### src/rtl/core/pma_pkg.sv
// Shared types and constants for the dense minimum spanning tree block.
`timescale 1ns / 1ps
package pma_pkg;

  // Graph size and field widths
  localparam int MAX_V       = 64;
  localparam int IDX_W       = $clog2(MAX_V);
  localparam int CNT_W       = $clog2(MAX_V + 1);
  localparam int WEIGHT_BITS = 10;
  localparam int ADDR_W      = 2 * IDX_W;
  localparam int TOTAL_W     = 16;

  // Length that stands for "not reached"
  localparam logic [WEIGHT_BITS-1:0] INF_LEN = WEIGHT_BITS'(1000);

  // Per-vertex state carried around the cell ring
  typedef struct packed {
    logic                   in_tree;
    logic                   has_par;
    logic [IDX_W-1:0]       par;
    logic [WEIGHT_BITS-1:0] best;
  } vtx_t;

endpackage

### src/rtl/core/pma_head.sv
// Ring head: relaxes one vertex against the current row and flags a new minimum.
`timescale 1ns / 1ps
module pma_head (
  input  pma_pkg::vtx_t                      cur,
  input  logic [pma_pkg::WEIGHT_BITS-1:0]    weight,
  input  logic [pma_pkg::IDX_W-1:0]          idx,
  input  logic [pma_pkg::IDX_W-1:0]          cur_vtx,
  input  logic                               init,
  input  logic                               scan_en,
  input  logic                               active,
  input  logic [pma_pkg::WEIGHT_BITS-1:0]    min_len,
  output pma_pkg::vtx_t                      nxt,
  output logic                               take
);

  pma_pkg::vtx_t base;
  pma_pkg::vtx_t relaxed;
  logic          is_cur;
  logic          it;
  logic          upd;

  always_comb begin
    is_cur = (idx == cur_vtx);
    // Start from fresh state on the first pass of a run; the root gets length zero
    if (init) begin
      base.in_tree = 1'b0;
      base.has_par = 1'b0;
      base.par     = '0;
      base.best    = is_cur ? '0 : pma_pkg::INF_LEN;
    end else begin
      base = cur;
    end
    // The vertex whose row is scanned joins the tree now
    it  = base.in_tree | is_cur;
    upd = !it && (weight != '0) && (weight < base.best);

    relaxed         = base;
    relaxed.in_tree = it;
    if (upd) begin
      relaxed.best    = weight;
      relaxed.has_par = 1'b1;
      relaxed.par     = cur_vtx;
    end

    // Pass the word through untouched outside the scan
    nxt  = scan_en ? relaxed : cur;
    take = scan_en && active && !it && (relaxed.best < min_len);
  end

endmodule

### config.mk
export PLATFORM = sky130hd
export DESIGN_NAME = pma_head
export DESIGN_NICKNAME = d
export VERILOG_FILES = /design/src/rtl/core/pma_pkg.sv /design/src/rtl/core/pma_head.sv
export SDC_FILE = /design/constraint.sdc
export NUM_CORES = 1
export LEC_CHECK = 0
export ABC_AREA = 0
export BUFFER_PORTS_ARGS = -buffer_cell sky130_fd_sc_hd__buf_4
export CAP_MARGIN = 20
export CORE_MARGIN = 2
export CORE_UTILIZATION = 40
export DETAILED_ROUTE_END_ITERATION = 12
export PLACE_DENSITY = 0.84
export SYNTH_ARGS = -nofsm -noshare
export SYNTH_HDL_FRONTEND = slang
export SYNTH_SLANG_ARGS = --single-unit
### constraint.sdc
create_clock -name vclk -period 7.8
set_clock_uncertainty 0.2 [all_clocks]
set_input_delay 1.17 -clock vclk [all_inputs]
set_output_delay 1.17 -clock vclk [all_outputs]
set_load 0.1 [all_outputs]
==> results.tsv <==
metric	value	unit
clock_buffers	0	
drive_gt1_share	43.1	%
final_common_cell	buf_4	
grt_pass1_wl	4.88	mm
grt_util_all_layers	22.0	%
leakagePower	0.860	nW
first_global_vias	1147	
areaGrowthSynthToFinish	54.9	%
setup_tns	0	ns
ctsHoldBuffers	0	
avgRoutedWirePerCell	14.3	µm
rows	17	
period_needed	6.69	ns
hold_ws	2.60	ns
routed_via_density	5.39	
gp_congestion	0.787	
path_max_fanout	12	
io_buffers	72	
netlist_area	986	µm²
place_worst_setup_slack	1.16	ns
final_util	67.1	%
fin_nets	268	
drt-total-wl	3.18	mm
setup_viol	0	
seqPwrFrac	0	%
synth_top_cell_area_share	22.8	%
p_clk_share	0	%
final.period_utilization	85.8	%
critical_path_class	input pin to primary output	
setup.worst_path.start	cur_vtx[1]	
run_status	finished clean	
ys_top_cells_by_area	ha_1, mux2i_1, a22o_1	
synth.net_count	198	
p_total	0.000187	W
diodes	0	
n_fill_cell	188	
antenna_found_initial	0	
yosys.area.top_type	ha_1	
netlist_instances	127	
ys_types	30	
cts_setup_buffers	0	
post-route-worst-setup-slack	1.11	ns
ys_warn_count	0	
hold_class	input pin to primary output	
die-height	53.6	µm
vias	1202	
worstPathRequired	6.43	ns
ys_seq_area_share	0	%
die_w	53.6	µm
hold_viol_final	0	
cts_resized	0	
p_switching	0.000126	W
drv_cap	0	
design.seq.count	0	
drt_pass1_iterations	4	
start_util	43.3	%
postSynthAreaPerCell	7.76	µm²
grt_overflow	0	
grt_setup_unrepaired	no	
cp-start-kind	input pin	
worst_pin_slew	0.868	ns
dpl.hpwl	2.76	mm
p_comb_share	100.0	%
cp.arrival	5.32	ns
drc	0	
drtIter0Drc	25	
area.sequential	0	µm²
finalMaxSlewViolations	0	
ir_worst_vdd	0.0000858	V
core_region_area	0.00228	mm²
layout_common_cells	buf_4, inv_1, ha_1	
min_from	cur[16]	
slew_headroom	41.9	%
final_antenna_net_count	0	
end_kind	primary output	
boundaryPins	72	
power_density	122	mW/mm²
p_int	0.0000601	W
grt_max_degree	13	
die-area	0.00288	mm²
max_freq	0.149	GHz
swShare	67.8	%
final timing paths:
path / endpoint / cells after the start
max: take / 19
min: nxt[16] / 3
cells by family after synthesis:
logic type	synth area share, %
buffers and inverters	11.4
multiplexers	17.0
AO/OA/AOI/OAI	27.0
adder cells (fa/ha/maj)	22.8
AND/OR/NAND/NOR	16.4
XOR/XNOR	5.33
through the flow:
stage	area [µm²]	std cells
after floorplan	986	127
after global placement	1530	223
after detailed placement	1530	223
after CTS	1530	223
after global routing	1530	223
final	1530	223
cells in the mapped netlist:
cell type	number
inv_1	21
ha_1	18
mux2i_1	10
a22o_1	9
nand2_1	7
nor2_1	7
o21ai_0	7
a21oi_1	6
mux2_2	6
xor2_1	6
a21o_1	4
nand4_1	4
nor4_1	3
buf_2	2
nor2b_1	2
a211oi_1	1
a22oi_2	1
a311oi_2	1
a32o_1	1
a41o_1	1
buf_12	1
clkbuf_1	1
nand3_1	1
nor2_4	1
nor4_4	1
nor4b_2	1
o2111a_1	1
o211ai_2	1
o21ai_1	1
o31a_1	1
power by group through the flow:
stage / clock network (W) / logic, W / registers (W)
5_1_grt: 0 / 0.000198 / 0
3_3_place_gp: 0 / 0.000183 / 0
6_report: 0 / 0.000187 / 0
4_1_cts: 0 / 0.000186 / 0
3_5_place_dp: 0 / 0.000186 / 0
2_1_floorplan: 0 / 0.000137 / 0
metal layers:
layer | part of all wire, % | routed length (µm) | global-route usage, %
met1 | 44 | 1380 | 30.4
met2 | 52 | 1640 | 39.9
met3 | 4.6 | 147 | 0.556
met4 | 0.28 | 9 | 0.855
met5 | 0 | 0 | 0
critical path: stages:
cell and delay [ns]:
buf_4 0.12, xor2_1 0.18, nor4_4 0.34, nand3_1 0.25
o21ai_1 0.20, ha_1 0.28, a21oi_1 0.17, nor2_1 0.07
a211oi_1 0.31, o211ai_2 0.40, mux2i_1 0.34, ha_1 0.29
a21o_1 0.16, a21o_1 0.17, a21oi_1 0.17, o2111a_1 0.21
o31a_1 0.13, a41o_1 0.09, buf_4 0.28
layout make-up:
cell class / count / area (µm²) / area share, %
multi-input cells: 102 / 873 / 57.2
repair buffers: 72 / 541 / 35.4
inverters: 21 / 78.8 / 5.16
well taps: 28 / 35.0 / 2.29
(Power assumes the default switching activity.)
