**config.mk**
```make
export PLATFORM = sky130hd
export DESIGN_NAME = pma_cell
export DESIGN_NICKNAME = d
export VERILOG_FILES = /design/src/rtl/core/pma_pkg.sv /design/src/rtl/core/pma_cell.sv
export SDC_FILE = /design/constraint.sdc
export NUM_CORES = 1
export LEC_CHECK = 0
export BUFFER_PORTS_ARGS = -buffer_cell sky130_fd_sc_hd__buf_2
export CAP_MARGIN = 20
export CORE_UTILIZATION = 40
export CTS_CLUSTER_DIAMETER = 150
export CTS_CLUSTER_SIZE = 25
export DETAILED_ROUTE_END_ITERATION = 6
export PLACE_DENSITY = 0.79
export REMOVE_ABC_BUFFERS = 1
export SLEW_MARGIN = 40
export SYNTH_ARGS = -nofsm -noshare
export SYNTH_HDL_FRONTEND = slang
export SYNTH_SLANG_ARGS = --single-unit
```
**constraint.sdc**
```tcl
create_clock -name clk -period 0.8 [get_ports clk]
set_clock_uncertainty 0.15 [all_clocks]
set_input_delay 0.08 -clock clk [delete_from_list [all_inputs] [get_ports clk]]
set_output_delay 0.08 -clock clk [all_outputs]
set_load 0.005 [all_outputs]
```
**src/rtl/core/pma_pkg.sv**
```systemverilog
// Shared types and constants for the dense minimum spanning tree block.
`timescale 1ns / 1ps
package pma_pkg;

  // Graph size and field widths
  localparam int MAX_V       = 64;
  localparam int IDX_W       = $clog2(MAX_V);
  localparam int CNT_W       = $clog2(MAX_V + 1);
  localparam int WEIGHT_BITS = 10;
  localparam int ADDR_W      = 2 * IDX_W;
  localparam int TOTAL_W     = 16;

  // Length that stands for "not reached"
  localparam logic [WEIGHT_BITS-1:0] INF_LEN = WEIGHT_BITS'(1000);

  // Per-vertex state carried around the cell ring
  typedef struct packed {
    logic                   in_tree;
    logic                   has_par;
    logic [IDX_W-1:0]       par;
    logic [WEIGHT_BITS-1:0] best;
  } vtx_t;

endpackage

```
**src/rtl/core/pma_cell.sv**
```systemverilog
// One ring cell: holds one vertex's tree state and passes it on when the ring turns.
`timescale 1ns / 1ps
module pma_cell (
  input  logic        clk,
  input  logic        shift_en,
  input  pma_pkg::vtx_t d_in,
  output pma_pkg::vtx_t q
);

  pma_pkg::vtx_t q_r;

  // Take the neighbor's word on each ring step
  always_ff @(posedge clk) begin
    if (shift_en) begin
      q_r <= d_in;
    end
  end

  assign q = q_r;

endmodule

```
==> results.toml, run 1 <==
[min_path]
hold_class = "in -> reg"
hold_start = "d_in[4]"
hold_depth = 1

[power]
p_seq_share_pct = 67.3
sw_frac_of_total_pct = 17.9
powerDensity_mw_per_mm2 = 2120
p_comb_share_pct = 9.0
p_sw_mw = 0.301
power_mw = 1.68
intPower_mw = 1.38
max-vdd-ir-drop_v = 0.00118
p_clk_share_pct = 23.7
p_leak_nw = 0.350

[synth]
synth.distinct_cells = 1
synth_area_leader_cell = "edfxtp_1"
ys_ff_latch = 18
seq_area_frac_synth_pct = 100
syn-instance-count = 18
synth_area_leaders = "edfxtp_1"
synth_warnings = 0
synthesis.area_um2 = 541
synth_area_per_cell_um2 = 30.0
yosysTopAreaCellShare_pct = 100

[detailed_routing]
route.detailed.drc = 0
routed_wl_um = 750
drt_iter0_markers = 0
post_drt_wl_per_cell_um = 10.1
via_per_inst = 4.30
dr.pass1.iters = 1
detail-route-antenna-nets = 0
vias = 318

[floorplanning]
std_cell_rows = 12
die_x_um = 38.8
start_util_pct = 45.6
io_pins = 38
die_y_um = 38.8
fp.coreArea_mm2 = 0.00119
dieArea_mm2 = 0.00150

[timing]
fin_ws_ps = -209
period_needed_ps = 1010
finalMaxSlewViolations = 0
fin_crit_sh_pct = 126
hold_ws_ps = -176
tightest_slew_ps = 91.0
fmax_ghz = 0.991
slew-limit-headroom_pct = 93.9
hold_violations = 18
rsz0062_at_grt = "yes"
setup_viol = 18

[global_routing]
antenna_found_initial = 0
grt_overflow = 0
grt_pass1_wl_mm = 1.06
grt_pass1_vias = 249
grt_max_degree = 15
grt_usage_pct = 11.0

[clock_tree]
clkTransAtPathRegs_ps = 90
cts.sinks = 18
cts_buffers = 3
ctsRootBufferMaster = "clkbuf_4"
cts_resized = 0
cts_max_level = 1
cts_setup_buffers = 0
cts_tree = "yes"
clockBufferDepth = 2

[placed_design]
placed_area_um2 = 771
io_buffers = 37
post-place-ws_ps = 13.0
gp_congestion = 0.584

[worst_setup_path]
crit_arrival_ps = 780
path_class = "reg -> out"
cp_top_family = "flip-flops"
crit_path_end_kind = "output pin"
max_stage_delay_ps = 370
crit_start = "q[2]"
crit_required_ps = 570
cp.depth = 1
critPathMaxFanout = 1
cp_slowest_cell = "edfxtp_1"
endpoint = "q[2]"
start_kind = "register"
crit_buf_inv = 1
path_cells = "buf_2"

[layout]
drive_gt1_share_pct = 70.0
syn2layout_area_growth_pct = 46.8
multi_input_area_um2 = 0
n_antenna_cell = 0
multi_input_gates = 0
fin_nets = 82
largest_register_ffs = 18
design_area_um2 = 793
nFillCells = 82

[status]
status = "finished with violations"
violations = "hold timing, setup timing"

[run]
max-cap-violations = 0
-- cells in the mapped netlist --
library cell  count
edfxtp_1         18
-- worst min path at each step --
stage | endpoint | slack, ps
after floorplan | q[0] | 30
after global placement | q[10] | 110
after detailed placement | q[14] | 110
after CTS | q[14] | -180
after global routing | q[9] | -200
final | q[4] | -180
-- layout by cell type (no fill, tap or decap) --
| cell | Yosys | final |
|---|---|---|
| buf_2 | 0 | 37 |
| buf_12 | 0 | 1 |
| clkbuf_4 | 0 | 3 |
| buf_4 | 0 | 1 |
| edfxtp_1 | 18 | 18 |
-- cells by family (layout without fill, tap and decap cells) --
group                  after synthesis  after routing  synth area share [%]
buffers and inverters                0             42                     0
flip-flops                          18             18                   100
-- through the flow --
stage	cells	setup TNS, ps	utilization (%)	hold WS (ps)
after floorplan	18	0	-	28.9
after global placement	71	0	65.0	108
after detailed placement	71	0	65.0	108
after CTS	74	-3670	66.9	-182
after global routing	74	-4330	66.9	-200
final	74	-3470	66.9	-176
-- power by group through the flow --
stage / clock [mW] / sequential, mW / combinational [mW]
5_1_grt: 0.465 / 1.14 / 0.168
4_1_cts: 0.415 / 1.13 / 0.154
3_3_place_gp: 0 / 1.15 / 0.150
6_report: 0.399 / 1.13 / 0.151
2_1_floorplan: 0 / 1.17 / 0
3_5_place_dp: 0 / 1.16 / 0.154
-- routing by layer --
layer  share of wire, %  global-route usage [%]
met5                  0                       0
met4                  0                    2.59
met3                 10                    5.20
met2                 53                    17.5
met1                 37                    13.7
-- layout make-up --
| cell class | count | area (um^2) | area share, % |
|---|---|---|---|
| Clock buffer | 3 | 22.5 | 2.84 |
| Sequential cell | 18 | 541 | 68.1 |
| Timing Repair Buffer | 39 | 213 | 26.8 |
| Tap cell | 14 | 17.5 | 2.21 |
(Power assumes the default switching activity.)
==> run 2: changes to the inputs <==
Settings changed: ABC_AREA set to 1.
Clock period 0.8 ns to 1.24 ns, I/O delays scaled along.
==> results.toml, run 2 (same netlist as run 1, synthesis figures left out) <==
[detailed_routing]
via_per_inst = 4.29
post_drt_wl_per_cell_um = 12.5
wl_met3_um = 67
vias = 390
routed_wl_mm = 1.13
drt_iter0_markers = 4
met1_length_um = 372
dr.pass1.iters = 2
detail-route-antenna-nets = 0
wl_met2_um = 693
route.detailed.drc = 0
top_layer = "met3"

[global_routing]
grt_usage_pct = 17.9
grt_max_degree = 19
antenna_found_initial = 0
grt_pass1_vias = 410
grt_pass1_wl_mm = 1.64
grt_overflow = 0

[timing]
slew-limit-headroom_pct = 75.3
fin_crit_sh_pct = 87.5
setup_viol = 0
fin_ws_ps = 154
tightest_slew_ps = 371
finalMaxSlewViolations = 0
rsz0062_at_grt = "no"
tns_ps = 0
hold_violations = 0
period_needed_ps = 1090
fmax_ghz = 0.921

[placed_design]
gp_congestion = 0.597
placed_area_um2 = 743
io_buffers = 37
post-place-ws_ps = 289

[worst_setup_path]
crit_buf_inv = 1
crit_start = "q[11]"
crit_required_ps = 970
path_class = "reg -> out"
endpoint = "q[11]"
cp_top_family = "flip-flops"
start_kind = "register"
crit_path_end_kind = "output pin"
path_cells = "buf_2"
max_stage_delay_ps = 390
cp.depth = 1
cp_slowest_cell = "edfxtp_1"
crit_arrival_ps = 810
critPathMaxFanout = 1

[status]
status = "completed"

[clock_tree]
cts.sinks = 18
cts_max_level = 1
cts_setup_buffers = 0
cts_resized = 0
ctsRootBufferMaster = "clkbuf_4"
cts_tree = "yes"
clkTransAtPathRegs_ps = 100
cts_buffers = 3
clockBufferDepth = 2

[power]
p_leak_nw = 0.412
powerDensity_mw_per_mm2 = 1210
max-vdd-ir-drop_v = 0.000855

[layout]
multi_input_area_um2 = 0
n_antenna_cell = 0
fin_nets = 98
final_common_cell = "buf_2"
largest_register_ffs = 18
drive_gt1_share_pct = 51.9
multi_input_gates = 0
design_area_um2 = 950
final_cell_mix = "buf_2, dlygate4sd3_1, edfxtp_1"
seq_area_um2 = 541
nFillCells = 66
syn2layout_area_growth_pct = 75.7

[floorplanning]
die_y_um = 38.8
io_pins = 38
std_cell_rows = 12
start_util_pct = 45.6
dieArea_mm2 = 0.00150
fp.coreArea_mm2 = 0.00119
die_x_um = 38.8

[run]
max-cap-violations = 0

[min_path]
hold_class = "in -> reg"
## run 2: cell count changes in the layout (fill, tap and decap cells not counted)
cell | previous run | this run
dlygate4sd3_1 | 0 | 18
buf_12 | 1 | 0
buf_4 | 1 | 0
clkinv_1 | 0 | 1
## run 2: where the power goes
group,internal [mW],switching [mW]
clock network,0.117,0.163
logic,0.0865,0.0479
registers,0.722,0.0109
total,0.925,0.222
## run 2: how the worst min path moves through the flow
stage / from / cells after the start / slack, ps / endpoint
after CTS: shift_en / 1 / 120 / q[14]
after global placement: d_in[11] / 1 / 150 / q[11]
after global routing: shift_en / 1 / 130 / q[14]
after floorplan: d_in[0] / 0 / 70 / q[0]
final: shift_en / 1 / 120 / q[14]
after detailed placement: d_in[10] / 1 / 150 / q[10]
## run 2: cell type report
cell class            instances  area share (%)
tap                          14            1.84
clock buffer                  3            2.37
timing repair buffer         55            38.5
clock inverter                1           0.395
sequential                   18            56.9
## run 2: per-layer routing
layer  track usage (%)  up-vias
li1                  -      189
met1              15.6      177
met3              5.78        0
met5                 0        -
met4              7.76        0
met2              35.4       24
## run 2: through the flow
step	util, %	std cells	power [mW]	hold slack (ps)
2_1_floorplan	-	18	0.755	72.9
3_3_place_gp	62.7	69	0.832	151
3_5_place_dp	62.7	69	0.836	152
4_1_cts	80.1	91	1.15	115
5_1_grt	80.1	91	1.20	127
6_report	80.1	91	1.15	123
## run 2: timing repair
item,4_1_cts,5_1_grt
hold buffers,18,0
endpoints found under the hold margin,18,0
endpoints found under the setup margin,0,0
==> run 3: changes to the inputs <==
Settings changed: RECOVER_POWER set to 25.
==> results.toml, run 3 (same netlist as run 1, synthesis figures left out) <==
[detailed_routing]
post_drt_wl_per_cell_um = 12.5
vias = 392
drt_iter0_markers = 2
detail-route-antenna-nets = 0
route.detailed.drc = 0
routed_wl_mm = 1.13
dr.pass1.iters = 2
via_per_inst = 4.31

[worst_setup_path]
endpoint = "q[11]"
cp.depth = 1
crit_arrival_ps = 810
path_class = "reg -> out"
start_kind = "register"
max_stage_delay_ps = 390
crit_buf_inv = 1
cp_top_family = "flip-flops"
crit_path_end_kind = "output pin"
critPathMaxFanout = 1
cp_slowest_cell = "edfxtp_1"
crit_start = "q[11]"
path_cells = "buf_2"
crit_required_ps = 970

[clock_tree]
cts_buffers = 3
ctsRootBufferMaster = "clkbuf_4"
cts_tree = "yes"
cts_resized = 0
clockBufferDepth = 2
cts_setup_buffers = 0
cts_max_level = 1
cts.sinks = 18
clkTransAtPathRegs_ps = 100

[power]
p_leak_nw = 0.410
p_seq_share_pct = 64.0
sw_frac_of_total_pct = 19.3
p_sw_mw = 0.222
p_clk_share_pct = 24.4
max-vdd-ir-drop_v = 0.000855
intPower_mw = 0.925
p_comb_share_pct = 11.7
powerDensity_mw_per_mm2 = 1210

[global_routing]
grt_usage_pct = 17.9
antenna_found_initial = 0
grt_pass1_wl_mm = 1.64
grt_pass1_vias = 410
grt_overflow = 0
grt_max_degree = 19

[run]
max-cap-violations = 0

[min_path]
hold_class = "in -> reg"

[floorplanning]
start_util_pct = 45.6
fp.coreArea_mm2 = 0.00119
dieArea_mm2 = 0.00150
io_pins = 38
std_cell_rows = 12
die_y_um = 38.8
die_x_um = 38.8

[layout]
largest_register_ffs = 18
multi_input_gates = 0
n_antenna_cell = 0
fin_util_pct = 80.0
multi_input_area_um2 = 0
final_cell_mix = "buf_2, dlygate4sd3_1, edfxtp_1"
instances_no_fill = 91
drive_gt1_share_pct = 50.6
fin_nets = 98
final_common_cell = "buf_2"
syn2layout_area_growth_pct = 75.5

[timing]
tightest_slew_ps = 887
slew-limit-headroom_pct = 40.8
rsz0062_at_grt = "no"
hold_violations = 0
setup_viol = 0
finalMaxSlewViolations = 0
fmax_ghz = 0.922
period_needed_ps = 1080
fin_crit_sh_pct = 87.5
tns_ps = 0

[placed_design]
gp_congestion = 0.597
post-place-cells = 69
io_buffers = 37

[status]
status = "completed"
-- run 3: worst min-delay path by stage --
| stage | endpoint | start | cells after the start |
|---|---|---|---|
| floorplan | q[0] | d_in[0] | 0 |
| global placement | q[11] | d_in[11] | 1 |
| detailed placement | q[10] | d_in[10] | 1 |
| CTS | q[14] | shift_en | 1 |
| global route | q[14] | d_in[14] | 2 |
| finish | q[10] | shift_en | 1 |
-- run 3: power by group through the flow --
stage          sequential, mW  combinational (mW)  clock [mW]
2_1_floorplan           0.755                   0           0
3_3_place_gp            0.745              0.0870           0
3_5_place_dp            0.747              0.0889           0
4_1_cts                 0.733               0.132       0.290
5_1_grt                 0.737               0.145       0.318
6_report                0.733               0.134       0.279
-- run 3: area by class of cell --
type / instances / area [um^2]
repair buffers: 55 / 364
flip-flops and latches: 18 / 541
fillers: 67 / 238
clock buffers: 3 / 22.5
clock inverters: 1 / 3.75
well taps: 14 / 17.5
-- run 3: through the flow --
step | power, mW | instance area (um^2) | worst slack (ps) | hold WS (ps)
floorplan | 0.755 | 541 | 611 | 72.9
global placement | 0.832 | 743 | 304 | 151
detailed placement | 0.836 | 743 | 289 | 152
CTS | 1.15 | 950 | 138 | 115
global route | 1.20 | 948 | 96.7 | 381
finish | 1.15 | 948 | 155 | 349
-- run 3: routing by layer --
layer	share of wire (%)	routed length, um	GRT usage, %
met1	33	371	15.6
met2	61	694	35.4
met4	0	0	7.76
met5	0	0	0
met3	5.9	67	5.78
-- run 3: timing repair --
action	CTS	global route
hold endpoints to repair	18	0
hold buffers	18	0
endpoints found under the setup margin	0	0
